`src/sv/afbt_pkg.sv`:
```
// ----------------------------------------------------------------------------
// afbt_pkg
// Shared types, constants and register codes for the anchor backoff table.
// ----------------------------------------------------------------------------
package afbt_pkg;

  localparam int MAX_ANCHORS_DEF = 16;

  localparam int IDX_W    = 4;
  localparam int STREAK_W = 8;
  localparam int SKIP_W   = 8;
  localparam int MULT_W   = 4;
  localparam int GOOD_W   = 5;
  localparam int CNT_W    = 5;
  localparam int THR_W    = 8;
  localparam int BASE_W   = 5;
  localparam int CFG_IDX_W  = 2;
  localparam int CFG_DATA_W = 8;
  localparam int IN_DATA_W  = 8;
  localparam int OUT_DATA_W = 24;

  localparam logic [MULT_W-1:0]   MULT_ONE = MULT_W'(1);
  localparam logic [MULT_W-1:0]   MULT_CAP = MULT_W'(8);
  localparam logic [STREAK_W-1:0] STREAK_MAX = '1;
  localparam logic [GOOD_W-1:0]   GOOD_MAX = '1;

  localparam logic [CNT_W-1:0]  RST_ANCHOR_COUNT = CNT_W'(16);
  localparam logic [THR_W-1:0]  RST_FAIL_THR     = THR_W'(3);
  localparam logic [BASE_W-1:0] RST_BASE_SKIP    = BASE_W'(2);
  localparam logic [SKIP_W-1:0] RST_MAX_SKIP     = SKIP_W'(16);

  typedef enum logic [CFG_IDX_W-1:0] {
    REG_ANCHOR_COUNT = 2'd0,
    REG_FAIL_THR     = 2'd1,
    REG_BASE_SKIP    = 2'd2,
    REG_MAX_SKIP     = 2'd3
  } afbt_reg_t;

  typedef enum logic {
    ST_IDLE = 1'b0,
    ST_LOOK = 1'b1
  } afbt_state_t;

  typedef struct packed {
    logic [STREAK_W-1:0] streak;
    logic [SKIP_W-1:0]   skip;
    logic [MULT_W-1:0]   mult;
  } afbt_entry_t;

  localparam int ENTRY_W = $bits(afbt_entry_t);

  localparam afbt_entry_t ENTRY_RST = '{streak: '0, skip: '0, mult: MULT_ONE};

  typedef struct packed {
    logic [THR_W-1:0]  fail_threshold;
    logic [BASE_W-1:0] base_skip;
    logic [SKIP_W-1:0] max_skip;
  } afbt_cfg_t;

  typedef struct packed {
    logic              index_error;
    logic [SKIP_W-1:0] skip_length;
    logic              backoff_started;
    logic              recovered;
    logic [GOOD_W-1:0] good_count;
    logic              slot_valid;
    logic              skipped;
  } afbt_result_t;

endpackage

```
`src/sv/anchor_failure_backoff_table.sv`:
```
// ----------------------------------------------------------------------------
// anchor_failure_backoff_table
// Per-anchor capped exponential backoff for ranging slots, state in a RAM.
// ----------------------------------------------------------------------------
//  Channel   Direction  Handshake            Payload
//  s_*       in         s_tvalid/s_tready    tdata: anchor_index, range_ok
//                                            tuser: sweep_start
//  m_*       out        m_tvalid/m_tready    tdata: one result per request
//  cfg_*     in         cfg_valid/cfg_ready  cfg_index, cfg_data
//
//  A request is taken in ST_IDLE, where the RAM read of its entry is issued,
//  and is updated and written back in ST_LOOK; no new request is taken until
//  it has left ST_LOOK. Reset clears the per-entry valid bits; an entry not
//  yet written reads as streak 0, skip 0, multiplier 1. A stalled output holds
//  the update cycle until the output register frees.
// ----------------------------------------------------------------------------
module anchor_failure_backoff_table import afbt_pkg::*; #(
  parameter int MAX_ANCHORS = MAX_ANCHORS_DEF
) (
  input  logic                  clk,
  input  logic                  rst,
  input  logic                  s_tvalid,
  output logic                  s_tready,
  // [3:0] anchor_index, [4] range_ok, [7:5] zero
  input  logic [IN_DATA_W-1:0]  s_tdata,
  // [0] sweep_start
  input  logic                  s_tuser,
  output logic                  m_tvalid,
  input  logic                  m_tready,
  // [0] skipped, [1] slot_valid, [6:2] good_count, [7] recovered,
  // [8] backoff_started, [16:9] skip_length, [17] index_error, [23:18] zero
  output logic [OUT_DATA_W-1:0] m_tdata,
  input  logic                  cfg_valid,
  output logic                  cfg_ready,
  input  logic [CFG_IDX_W-1:0]  cfg_index,
  input  logic [CFG_DATA_W-1:0] cfg_data
);

  localparam int AW = (MAX_ANCHORS > 1) ? $clog2(MAX_ANCHORS) : 1;

  afbt_state_t state, state_next;

  logic [CNT_W-1:0]  anchor_count;
  afbt_cfg_t         cfg;
  logic [GOOD_W-1:0] sweep_good;
  logic [MAX_ANCHORS-1:0] valid;

  logic [IDX_W-1:0] idx_reg;
  logic             ok_reg;
  logic             start_reg;

  logic              accept;
  logic              out_free;
  logic              done;
  logic              ram_we;
  logic [AW-1:0]     addr_reg;
  logic [ENTRY_W-1:0] ram_rdata;
  afbt_entry_t       entry_rd;
  afbt_entry_t       entry_next;
  logic              idx_err;
  logic [GOOD_W-1:0] good_base;
  logic [GOOD_W-1:0] good_next;
  afbt_result_t      result;

  assign cfg_ready = 1'b1;
  assign accept    = s_tvalid && s_tready;
  assign out_free  = !m_tvalid || m_tready;
  assign addr_reg  = AW'(idx_reg);

  always_comb begin
    state_next = state;
    case (state)
      ST_IDLE: begin
        if (s_tvalid) state_next = ST_LOOK;
      end
      ST_LOOK: begin
        if (out_free) state_next = ST_IDLE;
      end
      default: state_next = ST_IDLE;
    endcase
  end

  always_comb begin
    s_tready = 1'b0;
    done     = 1'b0;
    case (state)
      ST_IDLE: s_tready = 1'b1;
      ST_LOOK: done = out_free;
      default: ;
    endcase
  end

  always_ff @(posedge clk) begin
    if (rst) begin
      state <= ST_IDLE;
    end else begin
      state <= state_next;
    end
  end

  always_ff @(posedge clk) begin
    if (rst) begin
      anchor_count       <= RST_ANCHOR_COUNT;
      cfg.fail_threshold <= RST_FAIL_THR;
      cfg.base_skip      <= RST_BASE_SKIP;
      cfg.max_skip       <= RST_MAX_SKIP;
    end else if (cfg_valid && cfg_ready) begin
      case (cfg_index)
        REG_ANCHOR_COUNT: anchor_count       <= cfg_data[CNT_W-1:0];
        REG_FAIL_THR:     cfg.fail_threshold <= cfg_data[THR_W-1:0];
        REG_BASE_SKIP:    cfg.base_skip      <= cfg_data[BASE_W-1:0];
        REG_MAX_SKIP:     cfg.max_skip       <= cfg_data[SKIP_W-1:0];
        default: ;
      endcase
    end
  end

  always_ff @(posedge clk) begin
    if (accept) begin
      idx_reg   <= s_tdata[IDX_W-1:0];
      ok_reg    <= s_tdata[IDX_W];
      start_reg <= s_tuser;
    end
  end

  afbt_ram #(
    .WIDTH (ENTRY_W),
    .DEPTH (MAX_ANCHORS)
  ) u_ram (
    .clk   (clk),
    .we    (ram_we),
    .waddr (addr_reg),
    .wdata (entry_next),
    .re    (accept),
    .raddr (AW'(s_tdata[IDX_W-1:0])),
    .rdata (ram_rdata)
  );

  always_comb begin
    idx_err   = ({1'b0, idx_reg} >= anchor_count) || (32'(idx_reg) >= MAX_ANCHORS);
    entry_rd  = (!idx_err && valid[addr_reg]) ? afbt_entry_t'(ram_rdata) : ENTRY_RST;
    good_base = start_reg ? '0 : sweep_good;
    ram_we    = done && !idx_err;
  end

  afbt_update u_update (
    .entry       (entry_rd),
    .range_ok    (ok_reg),
    .index_error (idx_err),
    .good_base   (good_base),
    .cfg         (cfg),
    .entry_next  (entry_next),
    .good_next   (good_next),
    .result      (result)
  );

  always_ff @(posedge clk) begin
    if (rst) begin
      valid      <= '0;
      sweep_good <= '0;
      m_tvalid   <= 1'b0;
    end else begin
      if (ram_we) begin
        valid[addr_reg] <= 1'b1;
      end
      if (done) begin
        sweep_good <= good_next;
        m_tvalid   <= 1'b1;
      end else if (m_tready) begin
        m_tvalid <= 1'b0;
      end
    end
  end

  always_ff @(posedge clk) begin
    if (done) begin
      m_tdata <= OUT_DATA_W'(result);
    end
  end

endmodule

```
`src/sv/afbt_ram.sv`:
```
// ----------------------------------------------------------------------------
// afbt_ram
// Generic single-write, single-read RAM with a registered read port.
// ----------------------------------------------------------------------------
module afbt_ram #(
  parameter int WIDTH = 8,
  parameter int DEPTH = 16,
  localparam int AW = (DEPTH > 1) ? $clog2(DEPTH) : 1
) (
  input  logic             clk,
  input  logic             we,
  input  logic [AW-1:0]    waddr,
  input  logic [WIDTH-1:0] wdata,
  input  logic             re,
  input  logic [AW-1:0]    raddr,
  output logic [WIDTH-1:0] rdata
);

  logic [WIDTH-1:0] mem [DEPTH];

  always_ff @(posedge clk) begin
    if (we) begin
      mem[waddr] <= wdata;
    end
    if (re) begin
      rdata <= mem[raddr];
    end
  end

endmodule

```
`src/sv/afbt_update.sv`:
```
// ----------------------------------------------------------------------------
// afbt_update
// Per-item update of one anchor entry and the sweep good count.
// ----------------------------------------------------------------------------
module afbt_update import afbt_pkg::*; (
  input  afbt_entry_t       entry,
  input  logic              range_ok,
  input  logic              index_error,
  input  logic [GOOD_W-1:0] good_base,
  input  afbt_cfg_t         cfg,
  output afbt_entry_t       entry_next,
  output logic [GOOD_W-1:0] good_next,
  output afbt_result_t      result
);

  logic [STREAK_W-1:0] streak_inc;
  logic [SKIP_W:0]     prod;
  logic [SKIP_W-1:0]   slen;
  logic                start_bo;

  always_comb begin
    streak_inc = (entry.streak == STREAK_MAX) ? entry.streak : entry.streak + 1'b1;
    prod       = (SKIP_W + 1)'(cfg.base_skip) * (SKIP_W + 1)'(entry.mult);
    slen       = (prod > {1'b0, cfg.max_skip}) ? cfg.max_skip : prod[SKIP_W-1:0];
    start_bo   = (streak_inc >= cfg.fail_threshold);

    entry_next = entry;
    good_next  = good_base;
    result     = '0;

    if (index_error) begin
      result.index_error = 1'b1;
    end else if (entry.skip != '0) begin
      entry_next.skip = entry.skip - 1'b1;
      result.skipped  = 1'b1;
    end else if (range_ok) begin
      result.recovered  = (entry.streak != '0);
      result.slot_valid = 1'b1;
      entry_next.streak = '0;
      entry_next.mult   = MULT_ONE;
      good_next = (good_base == GOOD_MAX) ? good_base : good_base + 1'b1;
    end else if (start_bo) begin
      entry_next.streak = '0;
      entry_next.skip   = slen;
      entry_next.mult   = (entry.mult < MULT_CAP) ? entry.mult << 1 : entry.mult;
      result.backoff_started = 1'b1;
      result.skip_length     = slen;
    end else begin
      entry_next.streak = streak_inc;
    end

    result.good_count = good_next;
  end

endmodule

```
`config.mk`:
```
export PLATFORM = sky130hd
export DESIGN_NAME = anchor_failure_backoff_table
export DESIGN_NICKNAME = d
export VERILOG_FILES = /design/src/sv/afbt_pkg.sv /design/src/sv/anchor_failure_backoff_table.sv /design/src/sv/afbt_ram.sv /design/src/sv/afbt_update.sv
export SDC_FILE = /design/constraint.sdc
export NUM_CORES = 1
export LEC_CHECK = 0
export ABC_CLOCK_PERIOD_IN_PS = 7800
export BUFFER_PORTS_ARGS = -buffer_cell sky130_fd_sc_hd__buf_4
export CAP_MARGIN = 20
export CORE_MARGIN = 1.5
export CORE_UTILIZATION = 33
export DETAILED_ROUTE_END_ITERATION = 8
export PLACE_DENSITY = 0.47
export RECOVER_POWER = 25
export SYNTH_ARGS = -nofsm -noshare
export SYNTH_HDL_FRONTEND = slang
export SYNTH_SLANG_ARGS = --single-unit
```
`constraint.sdc`:
```
create_clock -name clk -period 7.8 [get_ports clk]
set_clock_uncertainty 0.15 [all_clocks]
set_input_delay 1.17 -clock clk [delete_from_list [all_inputs] [get_ports clk]]
set_output_delay 1.17 -clock clk [all_outputs]
set_load 0.01 [all_outputs]
```
# [Yosys cells after proc, flatten, opt, wreduce, memory -nomap -nowiden]
# Memories as Yosys holds them, arrays and structs flattened. A register that Yosys moved wholly into a read port is not among the register bits.
# Index checks and enable logic that the tools add are counted.
[word_totals] mem_count=1 elab_cells=91 input_bits=24 ram_bits=320 out_inout_bits=27 register_bits=73
[op_classes] mux=35 n_mul=1 n_reduce_logical=19 eq_ne=5 add_sub_neg=3 order_cmp=6 bitwise_logic=4
[memory_table] name="u_ram.mem" depth=16 word_bits=20 read_ports=1 rd_ports_with_merged_regs=1 wr=1 line="afbt_ram.sv:19" rtl="logic [WIDTH-1:0] mem [DEPTH];"
[ops] cell="$mux 8" count=7
[ops] cell="$mux 20" count=2
[ops] cell="$mux 5" count=5
[ops] cell="$or 16x16->16" count=1
[ops] cell="$reduce_bool 8->1" count=2
[ops] cell="$mux 1" count=14
[ops] cell="$mux 12" count=1
[ops] cell="$mux 4" count=3
[ops] cell="$gt 9x8->1" count=1
[ops] cell="$mul 5x4->9" count=1
[ops] cell="$add 8x1->8 const B" count=1
[ops] cell="$eq 8x8->1 const B" count=1
[ops] cell="$ge 8x8->1" count=1
[ops] cell="$reduce_and 2->1" count=4
[ops] cell="$sub 8x1->8 const B" count=1
[ops] cell="$reduce_or 3->1" count=2
[ops] cell="$add 5x1->5 const B" count=1
[ops] cell="$eq 5x5->1 const B" count=1
[ops] cell="$ge 4x5->1" count=1
[ops] cell="$lt 4x5->1 const B" count=1
[ops] cell="$bmux 1 s4" count=1
[ops] cell="$demux 1 s4" count=1
[ops] cell="$eq 2x2->1 const B" count=2
[ops] cell="$ge 4x1->1 const B" count=1
[ops] cell="other kinds (11)" count=17

# [Longest topological paths before layout]
[logic_depth] word_depth=11 mapped_depth=28 ltp_nobuf=26

# [Modules after synthesis]
# From an unflattened synthesis, not the netlist that was laid out.
[unflattened] hier_cells=1115 area_unflattened_um2=17822.1
[modules_own_cells] module="afbt_ram" cells_each=533 n_inst=1 seq_area_each_um2=10209.8 area_per_inst_um2=12731.0
[modules_own_cells] module="anchor_failure_backoff_table" cells_each=305 n_inst=1 seq_area_each_um2=1701.6 area_per_inst_um2=3116.7
[modules_own_cells] module="afbt_update" cells_each=277 n_inst=1 seq_area_each_um2=0.0 area_per_inst_um2=1974.4

# [Worst setup path after synthesis]
# No wires, ideal clock.
[synth_path] path_kind="register to register" startpoint="register idx_reg[0] (netlist: addr_reg[0])" endpoint="memory u_ram.mem[0][11] (netlist bit) (data pin)" required_ps=7320 setup_slack_ps=659 setup_ps=330 n_path_buf=3 synth_period_minus_slack_ps=7141 path_stages_with_launch=28 t_arrival_ps=6661 path_cell_list="edfxtp_1 > inv_1 > ha_1 > nand2b_1 > a2111oi_1 > or2_2 > buf_2 > inv_1 > nor2_1 > buf_2 > buf_2 > nand3_1 > fa_1 > fa_1 > inv_1 > ha_1 > a21o_1 > a21oi_1 > o21bai_1 > a21oi_1 > xnor2_1 > ha_1 > o21ai_0 > nor2_1 > o22ai_1 > o211ai_1 > mux2i_1 > o21ai_0"
[synth_lines] item="from (decl)" line="anchor_failure_backoff_table.sv:48" rtl="logic [IDX_W-1:0] idx_reg;"
[synth_lines] item="from (signal assigned)" line="anchor_failure_backoff_table.sv:120" rtl="idx_reg <= s_tdata[IDX_W-1:0];"
[synth_lines] item="to (decl)" line="afbt_ram.sv:19"

==> flow_summary.ini <==
[run_status]
status = finished with violations
violations = max-capacitance violations, max-slew violations

[layout]
largest_reg_flops = 320
top_register = u_ram.mem
fillers = 4854
final_nets = 1204
drive_above_1_share_pct = 20.7
fin_area_sq_um = 20000
diodes = 0
final_cells = 1855
reg.largest.list = u_ram.mem (320), cfg (21), u_ram.rdata (20)
areaGrowthSynthToFinish_pct = 14.6

[detailed_routing]
route.vias.total = 9469
viasPerCell = 5.10
drc = 0
dr.pass1.iters = 5
ant_nets = 0
wirelength_um = 42300
wl_per_cell_um = 22.8
initialDrtViolationCount = 621

[setup_path]
cp.required_ps = 7930
cp-end-kind = flop
cpPeakStageDelay_ps = 670
arrival_ps = 7080
cpMaxStageDelayCell = edfxtp_1
cp-start-kind = flop
cp_max_fo = 16
critical_path_class = reg -> reg

[grt]
grt_pass1_vias = 9673
grt_max_degree = 57
grt_pass1_wl_um = 63100
overflow = 0
grt_use_total_pct = 15.9
antenna_found_initial = 0

[place]
port_buffers = 40
dp.cells = 1772
place_congestion = 0.816
dp_slack_ps = 587
placed_area_sq_um = 18800
hpwl_um = 24700

[synth]
synth-seq-cells = 413
synthTopCellsByArea = edfxtp_1 (63%), mux4_2 (14%), dfxtp_1 (5.6%)
ys_types = 63
synth-edff-count = 364
yosysSeqAreaShare_pct = 68.2
ys.flop_type = edfxtp_1
netlist_instances = 1051
synth_top_cell_area_share_pct = 62.6
synth_warnings = 0
async_flop_share_pct = 0
syn_area_per_cell_sq_um = 16.6
syn_area_sq_um = 17500
synth_largest_area_cell = edfxtp_1

[die]
start_util_pct = 33.3
coreArea_sq_um = 52400
die_w_um = 233
die-area_sq_um = 54300
die_y_um = 233
io_pins = 51
num_rows = 84

[worst_hold_path]
hold_class = reg -> reg

[timing]
post-route-period-util_pct = 89.1
rsz0062_at_grt = no
setup_violations = 0
final.min_clock_period_ps = 6950
whs_ps = 309
fmax_mhz = 144
fin_setup_tns_ps = 0
tightest_slew_ps = 2980
relSlewSlack_pct = -99.3
hold_viol = 0
slew_violations = 402
fin_ws_ps = 848

[clock_tree]
cts_made_buffers = 44
cts-root-buf = clkbuf_16
cts.path.max_buffers = 3
clk_latency_ps = 580
cts_tree = done
cts_sinks = 413
cts.clk_slew.worst_paths_ps = 60
htreeDepth = 2

[power]
power_frac_seq_pct = 52.0
comb_power_share_pct = 5.7
p_leak_nw = 6.85
peakVddDrop_uv = 165
p_sw_mw = 1.05
p_clk_share_pct = 42.3
netSwitchingFraction_pct = 22.3
power_density_nw_per_um2 = 237
internal-power_mw = 3.68

[job]
drv_cap = 16
worst paths after layout:
path                              start                   endpoint  slack (ps)  depth (start not counted)
setup / recovery  addr_reg[1]$_DFFE_PP_  u_ram.mem[7][5]$_DFFE_PP_         850                         26
hold / removal      cfg[3]$_SDFFE_PP0P_        cfg[3]$_SDFFE_PP0P_         310                          2
setup reg to reg  addr_reg[1]$_DFFE_PP_  u_ram.mem[7][5]$_DFFE_PP_         850                         26
hold reg to reg     cfg[3]$_SDFFE_PP0P_        cfg[3]$_SDFFE_PP0P_         310                          2
cell usage after synthesis (all sizes together), types with 4 or more instances:
cell / number
and3: 17
dfxtp: 49
inv: 36
xor2: 6
buf: 24
fa: 6
mux2i: 12
clkbuf: 27
o22ai: 5
nand4: 10
a31oi: 11
a211oi: 6
nor3b: 7
nor3: 16
edfxtp: 364
a21oi: 53
mux4: 105
nor2b: 13
nor2: 83
nand3b: 6
o21ai: 24
xnor2: 4
or3: 7
nand2: 60
nand2b: 6
a211o: 5
nand3: 10
ha: 37
worst max-delay path: cells and delay by family (launching register included):
| kind | cells | cell delay [ps] |
|---|---|---|
| AO/OA/AOI/OAI | 9 | 1970 |
| adder cells (fa/ha/maj) | 5 | 2030 |
| AND/OR/NAND/NOR | 5 | 810 |
| multiplexers | 1 | 120 |
| flip-flops | 1 | 670 |
| buffers and inverters | 5 | 720 |
| XOR/XNOR | 1 | 180 |
repair_timing:
item,in CTS,in global routing
hold buffers,0,0
gates resized for setup,0,1
setup buffers,0,0
endpoints found under the setup margin,0,3
endpoints found under the hold margin,0,0
layout by cell type, fill, tap and decap left out, types with 5 or more instances in the layout:
cell         n
buf_4       43
nor2b_1     13
clkbuf_1    49
nor3b_1      7
or3_1        7
a31oi_1     11
edfxtp_1   364
ha_1        37
and3_1      17
a21oi_1     52
nand3b_1     6
clkinv_1     6
fa_1         6
o21ai_0     17
nor2_1      70
o21ai_1      7
mux4_2     105
conb_1       7
dfxtp_1     49
a211oi_1     6
nand4_1      8
nand2_1     59
nor3_1      14
nand3_1     10
xor2_1       6
nor2_2      12
o22ai_1      5
inv_1       35
a211o_1      5
mux2i_1     12
clkbuf_16   44
nand2b_1     6
area by class of cell:
class                   instances  area (sq um)  share of cell area (%)
well taps                     688           861                    4.30
repair buffers                 86           509                    2.54
inverters                      37           139                   0.693
clock inverters                18           178                   0.887
flip-flops and latches        413         11900                    59.5
clock buffers                  58          1180                    5.91
multi-input cells             555          5250                    26.2
metrics by stage:
stage	power, mW	util, %
detailed placement	2.79	35.8
global placement	2.78	35.8
CTS	4.81	38.4
global route	4.92	38.2
floorplan	2.68	-
finish	4.74	38.2
logic make-up after synthesis:
family,Yosys count,share of synthesized area [%]
adders and majority gates,43,3.34
muxes,120,14.4
AOI/OAI and AO/OA,129,4.55
DFF,413,68.2
and+or+nand+nor,246,6.87
other,2,0.0430
xor gates and xnor gates,10,0.501
buffers and inverters,88,2.12
power groups by stage:
stage | Combinational [mW] | Sequential (mW) | Clock (mW)
floorplan | 0.183 | 2.50 | 0
global placement | 0.275 | 2.51 | 0
detailed placement | 0.278 | 2.51 | 0
CTS | 0.278 | 2.46 | 2.07
global route | 0.296 | 2.47 | 2.15
finish | 0.269 | 2.46 | 2.00
routing by layer:
metal  part of all wire, %  wire length, um  track usage (%)  up-vias
li1                      -                -                -     4299
met1                    44            18600             20.9     4918
met2                    49            20900             27.0      189
met3                   4.2             1790             2.75       63
met4                   2.4             1030             4.80        0
met5                     0                0                0        -
Power figures use the tool's default switching activity.
